$ cat src/hdl/pspt_pkg.sv
// Shared types, sizes and operation codes for the paged slot presence table.
// No dependencies; imported by pspt_ctrl, pspt_dp and the top level.
package pspt_pkg;

	localparam int SLOTS_PER_BLOCK = 64;
	localparam int BLOCK_COUNT     = 64;

	localparam int ID_W     = 12;
	localparam int FUNC_W   = 3;
	localparam int NUM_W    = 6;
	localparam int TOT_W    = 13;
	localparam int CNTO_W   = 7;
	localparam int ID_MAX   = (1 << ID_W) - 1;

	localparam int SLOT_W   = $clog2(SLOTS_PER_BLOCK);
	localparam int BLK_W    = $clog2((ID_MAX / SLOTS_PER_BLOCK) + 1);
	localparam int ADDR_W   = (BLOCK_COUNT > 1) ? $clog2(BLOCK_COUNT) : 1;
	localparam int CNT_W    = $clog2(SLOTS_PER_BLOCK + 1);

	// Reciprocal for the block split: the estimate is low by at most one.
	localparam int DIV_SH   = ID_W + SLOT_W;
	localparam int PROD_W   = ID_W + DIV_SH;
	localparam int RECIP    = (1 << DIV_SH) / SLOTS_PER_BLOCK;

	localparam logic [FUNC_W-1:0] FUNC_ALLOC   = 3'd0;
	localparam logic [FUNC_W-1:0] FUNC_REMOVE  = 3'd1;
	localparam logic [FUNC_W-1:0] FUNC_ENABLE  = 3'd2;
	localparam logic [FUNC_W-1:0] FUNC_DISABLE = 3'd3;
	localparam logic [FUNC_W-1:0] FUNC_QUERY   = 3'd4;
	localparam logic [FUNC_W-1:0] FUNC_FIND    = 3'd5;

	typedef struct packed {
		logic                       present;
		logic [SLOTS_PER_BLOCK-1:0] exists;
		logic [SLOTS_PER_BLOCK-1:0] enabled;
		logic [CNT_W-1:0]           elem_cnt;
		logic [CNT_W-1:0]           en_cnt;
	} row_t;

	localparam int ROW_W = $bits(row_t);

	typedef struct packed {
		logic clr_en;
		logic capture;
		logic div_en;
		logic fix_en;
		logic rd_en;
		logic exec_en;
	} cmd_t;

	typedef struct packed {
		logic clr_last;
	} status_t;

endpackage

$ cat src/hdl/pspt_ctrl.sv
// Sequencer for the table: clearing pass after reset, then one operation at a time.
// Depends on pspt_pkg for the command and status structs.
module pspt_ctrl (
	input  logic             clk,
	input  logic             arst_n,
	input  logic             start,
	input  pspt_pkg::status_t status,
	output pspt_pkg::cmd_t    cmd,
	output logic             busy
);
	import pspt_pkg::*;

	localparam logic [2:0] ST_CLEAR = 3'd0;
	localparam logic [2:0] ST_IDLE  = 3'd1;
	localparam logic [2:0] ST_DIV   = 3'd2;
	localparam logic [2:0] ST_FIX   = 3'd3;
	localparam logic [2:0] ST_RD    = 3'd4;
	localparam logic [2:0] ST_EXEC  = 3'd5;

	logic [2:0] state_q;
	logic [2:0] state_d;

	always_comb begin
		state_d = state_q;
		cmd     = '0;
		unique case (state_q)
			ST_CLEAR: begin
				cmd.clr_en = 1'b1;
				if (status.clr_last) begin
					state_d = ST_IDLE;
				end
			end
			ST_IDLE: begin
				if (start) begin
					cmd.capture = 1'b1;
					state_d     = ST_DIV;
				end
			end
			ST_DIV: begin
				cmd.div_en = 1'b1;
				state_d    = ST_FIX;
			end
			ST_FIX: begin
				cmd.fix_en = 1'b1;
				state_d    = ST_RD;
			end
			ST_RD: begin
				cmd.rd_en = 1'b1;
				state_d   = ST_EXEC;
			end
			ST_EXEC: begin
				cmd.exec_en = 1'b1;
				state_d     = ST_IDLE;
			end
			default: begin
				state_d = ST_IDLE;
			end
		endcase
	end

	always_ff @(posedge clk or negedge arst_n) begin
		if (!arst_n) begin
			state_q <= ST_CLEAR;
		end else begin
			state_q <= state_d;
		end
	end

	assign busy = (state_q != ST_IDLE);

endmodule

$ cat config.mk
export PLATFORM = sky130hd
export DESIGN_NAME = pspt_ctrl
export DESIGN_NICKNAME = d
export VERILOG_FILES = /design/src/hdl/pspt_pkg.sv /design/src/hdl/pspt_ctrl.sv
export SDC_FILE = /design/constraint.sdc
export NUM_CORES = 1
export LEC_CHECK = 0
export ABC_AREA = 1
export BUFFER_PORTS_ARGS = -buffer_cell sky130_fd_sc_hd__buf_2
export CORE_AREA = 2 2 39 41
export CTS_CLUSTER_SIZE = 14
export DETAILED_ROUTE_END_ITERATION = 7
export DIE_AREA = 0 0 41 43
export HOLD_SLACK_MARGIN = 0.1
export PLACE_DENSITY = 0.44
export SYNTH_ARGS = -nofsm -noshare
export SYNTH_HDL_FRONTEND = slang
export SYNTH_SLANG_ARGS = --single-unit
$ cat constraint.sdc
create_clock -name clk -period 1.13 [get_ports clk]
set_input_delay 0.226 -clock clk [delete_from_list [all_inputs] [get_ports clk]]
set_output_delay 0.226 -clock clk [all_outputs]
set_load 0.02 [all_outputs]
Yosys cells after proc, flatten, opt, wreduce, memory -nomap -nowiden --
Cells that the tools add are included.
Operators by class: equal/unequal tests 8, multiplexer cells 10, reductions and logical operators 2
Operators with widths (number):
- $pmux W3 S5 | 1
- $mux W1 | 7
- $eq A3 B2 Y1 const B | 2
- $eq A3 B3 Y1 const B | 2
- $mux W3 | 2
- $ne A2 B2 Y1 const B | 2
- $eq A3 B1 Y1 const B | 1
- $logic_not A3 Y1 | 1
- $ne A3 B1 Y1 const B | 1
- $reduce_and A2 Y1 | 1
Word-level totals: flip-flop bits (word level) 3, input bits 4, output and inout port bits 7, word-level logic and storage cells 21

Longest topological paths before layout --
Gate-level depths: netlist (run 1).
depth in word-level cells 3, mapped depth 5, depth with buffers taken out 5

Least setup slack after synthesis (run 1) --
OpenSTA, ideal clock, no wires.
kind reg-to-output, from register state_q[2], to output cmd[4] (netlist bit), arrival time 0.973 ns, required time 0.904 ns, path slack -0.069 ns, cell stages (with the launch flop) 4, path buffers 0, cells stage by stage dfrtp_1 > inv_2 > nand3_2 > nor2_1
RTL lines:
- start: declaration | RTL line pspt_ctrl.sv:20 | logic [2:0] state_q;
- start signal: assignment | RTL line pspt_ctrl.sv:65 | state_q <= state_d;
- end: declaration | RTL line pspt_ctrl.sv:8 | output pspt_pkg::cmd_t cmd,

==> results.yml, run 1 <==
outcome:
  status: "complete, but fails checks"
  violations: "setup timing"
layout:
  reg_top3: "state_q: 3 flops"
  nets: 53
  area_growth_pct: 108
  drive_above_1_share: 0.604
  final_common_cell: "buf_4"
  largest_register_ff_count: 3
  n_antenna_cell: 0
  regMostFlops: "state_q"
  final_cell_mix: "buf_4 (8), inv_2 (4), nand2_1 (4), inv_1 (4)"
floorplanning:
  die_h_um: 43
  die_area_mm2: 0.00176
  num_rows: 14
  start_util: 0.137
  boundaryPins: 11
  core_mm2: 0.00138
  die-width_um: 41
power_and_ir_drop:
  totalPowerFinal_uw: 1200
  p_leak_uw: 0.000209
  power_frac_clock: 0.151
  intPower_uw: 653
  powerDensity_mw_per_mm2: 3040
  switchingPower_uw: 549
  swShare: 0.457
  vdd_drop_max_mv: 0.646
  p_seq_frac: 0.202
  p_comb_frac: 0.648
worst_setup_path:
  worstPathRequired_ps: 900
  cp_cell_sequence: "nor2_4, inv_2, nor2_2, buf_4"
  critical_path_arrival_ps: 1090
  crit_slowest_cell: "dfrtp_2"
  slowest_delay_ps: 440
  endpoint_kind: "output pin"
  worstPathMaxFanout: 5
  reg2reg_setup_slack_ps: 180
  start_kind: "flip-flop"
  worst-setup-path-type: "reg -> out"
min_path:
  hp-class: "in -> reg"
synth:
  synth.top_cells.by_area: "dfrtp_1 (39%), nor2_1 (14%), inv_1 (12%), nand2_1 (7.9%), nand3_1 (5.3%)"
  synth_fp_nets: 33
  synth_largest_area_cell: "dfrtp_1"
  syn_inst: 29
  ys_ff_latch: 3
  ys_seq_area_frac: 0.395
  avgSynthCellArea_um2: 6.56
  ys_types: 11
  netlist.area_leader.share: 0.395
  syn_area_um2: 190
  synth_warnings: 0
clock_network:
  clkTransAtPathRegs_ps: 30
  clock_latency_ps: 230
  numCtsBuffers: 3
  cts_buffer_depth: 2
  numClockSinks: 3
  tritoncts: "built"
  cts_max_level: 1
  cts_root_buf: "clkbuf_4"
timing:
  slew_headroom: 0.895
  tightest_slew_ps: 158
  hold_viol_final: 0
  period_needed_ps: 1310
  post-route-period-util: 1.16
  hold_slack_ps: 255
  finalWorstSetupSlack_ps: -183
  finalMaxSlewViolations: 0
  finalSetupViolCount: 7
  maxClockFrequency_ghz: 0.762
  rsz0062_at_grt: "yes"
  fin_skew_ps: 1.29
route:
  antenna_left: 0
  num_vias: 239
  routed_wl_um: 502
  post-route-drc-count: 0
  drtIter0Drc: 1
  routedWlPerCell_um: 7.84
  drtPass1Iterations: 2
  via_per_inst: 3.73
global_routing:
  grt_overflow: 0
  grt_pass1_wl_um: 759
  grt_pass1_vias: 223
  antenna_found_initial: 0
  grt_max_degree: 8
  grtUsageTotal: 0.0663
place:
  hpwl_um: 390
  port_buffers: 10
  gp_congestion: 0.662
flow_run:
  maxCapViolations: 0
==> logic make-up after synthesis <==
logic type      after synthesis  share of synthesized area
flops                         3                      0.395
simple gates                 16                      0.388
buf+inv                       8                      0.158
compound gates                2                     0.0592
==> cells in the mapped netlist <==
cell	number
nor3_1	1
nor2_1	7
o21ai_1	1
inv_2	2
nand3_1	2
inv_1	6
dfrtp_1	3
o22ai_1	1
nand3_2	1
nand2_1	4
nand3b_1	1
==> power by group through the flow <==
stage	registers, uW	logic (uW)	clock network [uW]
after global routing	253	843	198
after CTS	208	650	194
after floorplan	202	382	0
after global placement	208	536	0
final	242	779	181
after detailed placement	209	535	0
==> final cells by class <==
type / instances / area [um^2]
Fill cell: 165 / 988
Multi-Input combinational cell: 18 / 123
Timing Repair Buffer: 15 / 119
Sequential cell: 3 / 77.6
Inverter: 8 / 30.0
Clock buffer: 4 / 26.3
Tap cell: 16 / 20.0
==> final timing paths <==
path,startpoint,end,cells after the start
worst min register to register,state_q[1],state_q[0],3
worst max register to register,state_q[1],state_q[1],5
min in group asynchronous,arst_n,state_q[1],2
worst max-delay path,state_q[1],cmd[5],4
max in group asynchronous,arst_n,state_q[0],2
worst min-delay path,start,state_q[0],4
==> per-stage QoR <==
step                      setup slack (ps)  cell area (um^2)  utilization  cells  setup TNS, ps
final                                 -183               395        0.286     64          -1060
after global routing                  -239               395        0.286     64          -1530
after CTS                             -226               345        0.250     63          -1240
after detailed placement              1.49               275        0.199     56              0
after global placement                4.60               275        0.199     56              0
after floorplan                       1.27               198            -     29              0
==> per-layer routing <==
metal	share of wire	routed length [um]	vias to the layer above	GRT usage
met2	0.58	289	4	0.109
met4	0	0	0	0.0600
met1	0.35	178	108	0.0611
met3	0.068	34	0	0.0157
met5	0	0	-	0
li1	-	-	127	-
==> worst max-delay path, delay by kind of cell, from the launching register on <==
kind | cells | cell delay (ps)
buffers and inverters | 2 | 190
flip-flops | 1 | 440
AND/OR/NAND/NOR | 2 | 230
==> timing repair <==
action,in CTS,in global routing
hold buffers,1,0
setup buffers,2,1
pin swaps,1,3
setup endpoints to repair,7,7
hold endpoints to repair,3,0
resized for setup,7,14
Note: power is estimated with default switching activity, not from simulation.
==> run 2, diff against run 1 <==
--- a/config.mk
+++ b/config.mk
@@ -6,13 +6,13 @@
 export NUM_CORES = 1
 export LEC_CHECK = 0
 export ABC_AREA = 1
-export BUFFER_PORTS_ARGS = -buffer_cell sky130_fd_sc_hd__buf_2
 export CORE_AREA = 2 2 39 41
 export CTS_CLUSTER_SIZE = 14
 export DETAILED_ROUTE_END_ITERATION = 7
 export DIE_AREA = 0 0 41 43
+export DONT_BUFFER_PORTS = 1
 export HOLD_SLACK_MARGIN = 0.1
-export PLACE_DENSITY = 0.44
+export PLACE_DENSITY = 0.37
 export SYNTH_ARGS = -nofsm -noshare
 export SYNTH_HDL_FRONTEND = slang
 export SYNTH_SLANG_ARGS = --single-unit
==> run 2 against run 1 <==
  * Die area did not move
  * Combinational power rose by 14%
  * Largest cell class is now buffers
  * Via count is 0.42% higher
  * The flow still finishes with violations (setup timing)
  * Sequential power is 8.7% lower
  * Final cell count shrank 1.6%
  * Register-to-register slack got worse by 160 ps
  * Total power is 7.4% higher
  * Flip-flop and latch count did not move
  * Design area increased by 2.2%
  * Fmax is 1.0% lower
  * Count of clock-buffer cells in the layout unchanged
  * Sequential share of layout area fell by 0.43 points
==> results.yml, run 2 (synthesis results as in run 1) <==
outcome:
  status: "complete, but fails checks"
  violations: "setup timing"
worst_setup_path:
  reg2reg_setup_slack_ps: 20
  worst-r2r-cell-count: 7
  cp_cell_sequence: "nor2_2, inv_2, nor2_2, buf_6"
  critical_path_arrival_ps: 1100
  crit_slowest_cell: "dfrtp_2"
  worst-setup-path-type: "reg -> out"
  worstPathRequired_ps: 900
  r2r_start: "state_q[1]"
  slowest_delay_ps: 430
  r2r_end: "state_q[1]"
  worstPathMaxFanout: 4
  endpoint_kind: "output pin"
  crit_family: "flip-flops"
  worst_path_most_repeated_cell: "nor2_2"
  start_kind: "flip-flop"
  worst-path-stages: 4
  critPathBufInv: 2
global_routing:
  grt_pass1_vias: 229
  grt_max_degree: 7
  grt_pass1_wl_um: 897
  grt_overflow: 0
  grtUsageTotal: 0.0785
  antenna_found_initial: 0
power_and_ir_drop:
  totalPowerFinal_uw: 1290
  vdd_drop_max_mv: 1.02
  intPower_uw: 711
  power_frac_clock: 0.143
  swShare: 0.450
  p_comb_frac: 0.686
  switchingPower_uw: 580
  powerDensity_mw_per_mm2: 3200
  p_seq_frac: 0.171
  p_leak_uw: 0.000206
route:
  routedWlPerCell_um: 8.90
  wl_met3_um: 43
  antenna_left: 0
  drtPass1Iterations: 1
  post-route-drc-count: 0
  top_layer_used: "met3"
  num_vias: 240
  wl_met2_um: 322
  m1WireLength_um: 195
  via_per_inst: 3.81
  routed_wl_um: 561
  drtIter0Drc: 0
floorplanning:
  core_mm2: 0.00138
  die-width_um: 41
  die_h_um: 43
  num_rows: 14
  boundaryPins: 11
  start_util: 0.137
  die_area_mm2: 0.00176
layout:
  area_growth_pct: 113
  final_common_cell: "buf_4"
  largest_register_ff_count: 3
  final_cell_mix: "buf_4 (8), buf_6 (5), inv_2 (4), nand2_1 (4)"
  n_antenna_cell: 0
  fillCellCount: 161
  utilization: 0.292
  fin_area_um2: 404
  fin_cells: 63
  regMostFlops: "state_q"
  nets: 52
  reg_top3: "state_q: 3 flops"
  drive_above_1_share: 0.617
min_path:
  min_path_cells: 3
  hold_end: "state_q[0]"
  min_from: "start"
  hp-class: "in -> reg"
timing:
  finalMaxSlewViolations: 0
  rsz0062_at_grt: "yes"
  finalSetupViolCount: 7
  tightest_slew_ps: 154
  maxClockFrequency_ghz: 0.754
  finalWorstSetupSlack_ps: -196
  period_needed_ps: 1330
  hold_viol_final: 0
  slew_headroom: 0.897
  fin_skew_ps: 2.00
  post-route-period-util: 1.17
clock_network:
  numCtsBuffers: 3
  cts_buffer_depth: 2
  tritoncts: "built"
  numClockSinks: 3
  clkTransAtPathRegs_ps: 40
  cts_root_buf: "clkbuf_4"
  cts_max_level: 1
  clock_latency_ps: 230
place:
  placed_area_um2: 255
  dp.cells: 50
  gp_congestion: 0.746
  hpwl_um: 385
  port_buffers: 0
flow_run:
  maxCapViolations: 0
## run 2: worst max-delay path by stage
stage | startpoint | end | slack (ps)
detailed placement | state_q[1] | cmd[5] | 6
finish | state_q[1] | cmd[5] | -200
floorplan | state_q[2] | cmd[4] | 1
CTS | state_q[1] | cmd[0] | -220
global route | state_q[1] | cmd[5] | -260
global placement | state_q[1] | cmd[5] | 6
## run 2: routing by layer
metal | track usage | up-vias
li1 | - | 123
met1 | 0.0844 | 111
met2 | 0.116 | 6
met3 | 0.0157 | 0
met4 | 0.0800 | 0
met5 | 0 | -
## run 2: area by class of cell
cell class                      count  area (um^2)  share of cell area
Timing Repair Buffer               14          126               0.313
Inverter                            8         35.0              0.0867
Clock buffer                        4         26.3              0.0650
Multi-Input combinational cell     18          119               0.294
Tap cell                           16         20.0              0.0495
Sequential cell                     3         77.6               0.192
## run 2: what timing repair did
item / in CTS / in global routing
pin swaps: 1 / 4
setup endpoints to repair: 7 / 7
gates resized for setup: 4 / 14
hold buffers: 1 / 0
setup buffers: 6 / 2
endpoints found under the hold margin: 3 / 0
## run 2: worst min-delay path, stage by stage
cell and delay [ps]:
o21ai_1 40, nand2_1 50, inv_1 30
## run 2: metrics by stage
stage,worst slack (ps),TNS [ps],hold slack (ps)
6_report,-196,-1160,152
5_1_grt,-259,-1630,160
4_1_cts,-215,-1070,148
3_5_place_dp,5.79,0,-69.5
3_3_place_gp,6.18,0,-69.5
2_1_floorplan,1.27,0,-69.6
## run 2: power groups by stage
stage,registers [uW],logic (uW),clock network (uW)
floorplan,202,382,0
global placement,217,539,0
detailed placement,214,541,0
CTS,197,732,199
global route,232,961,205
finish,221,886,185
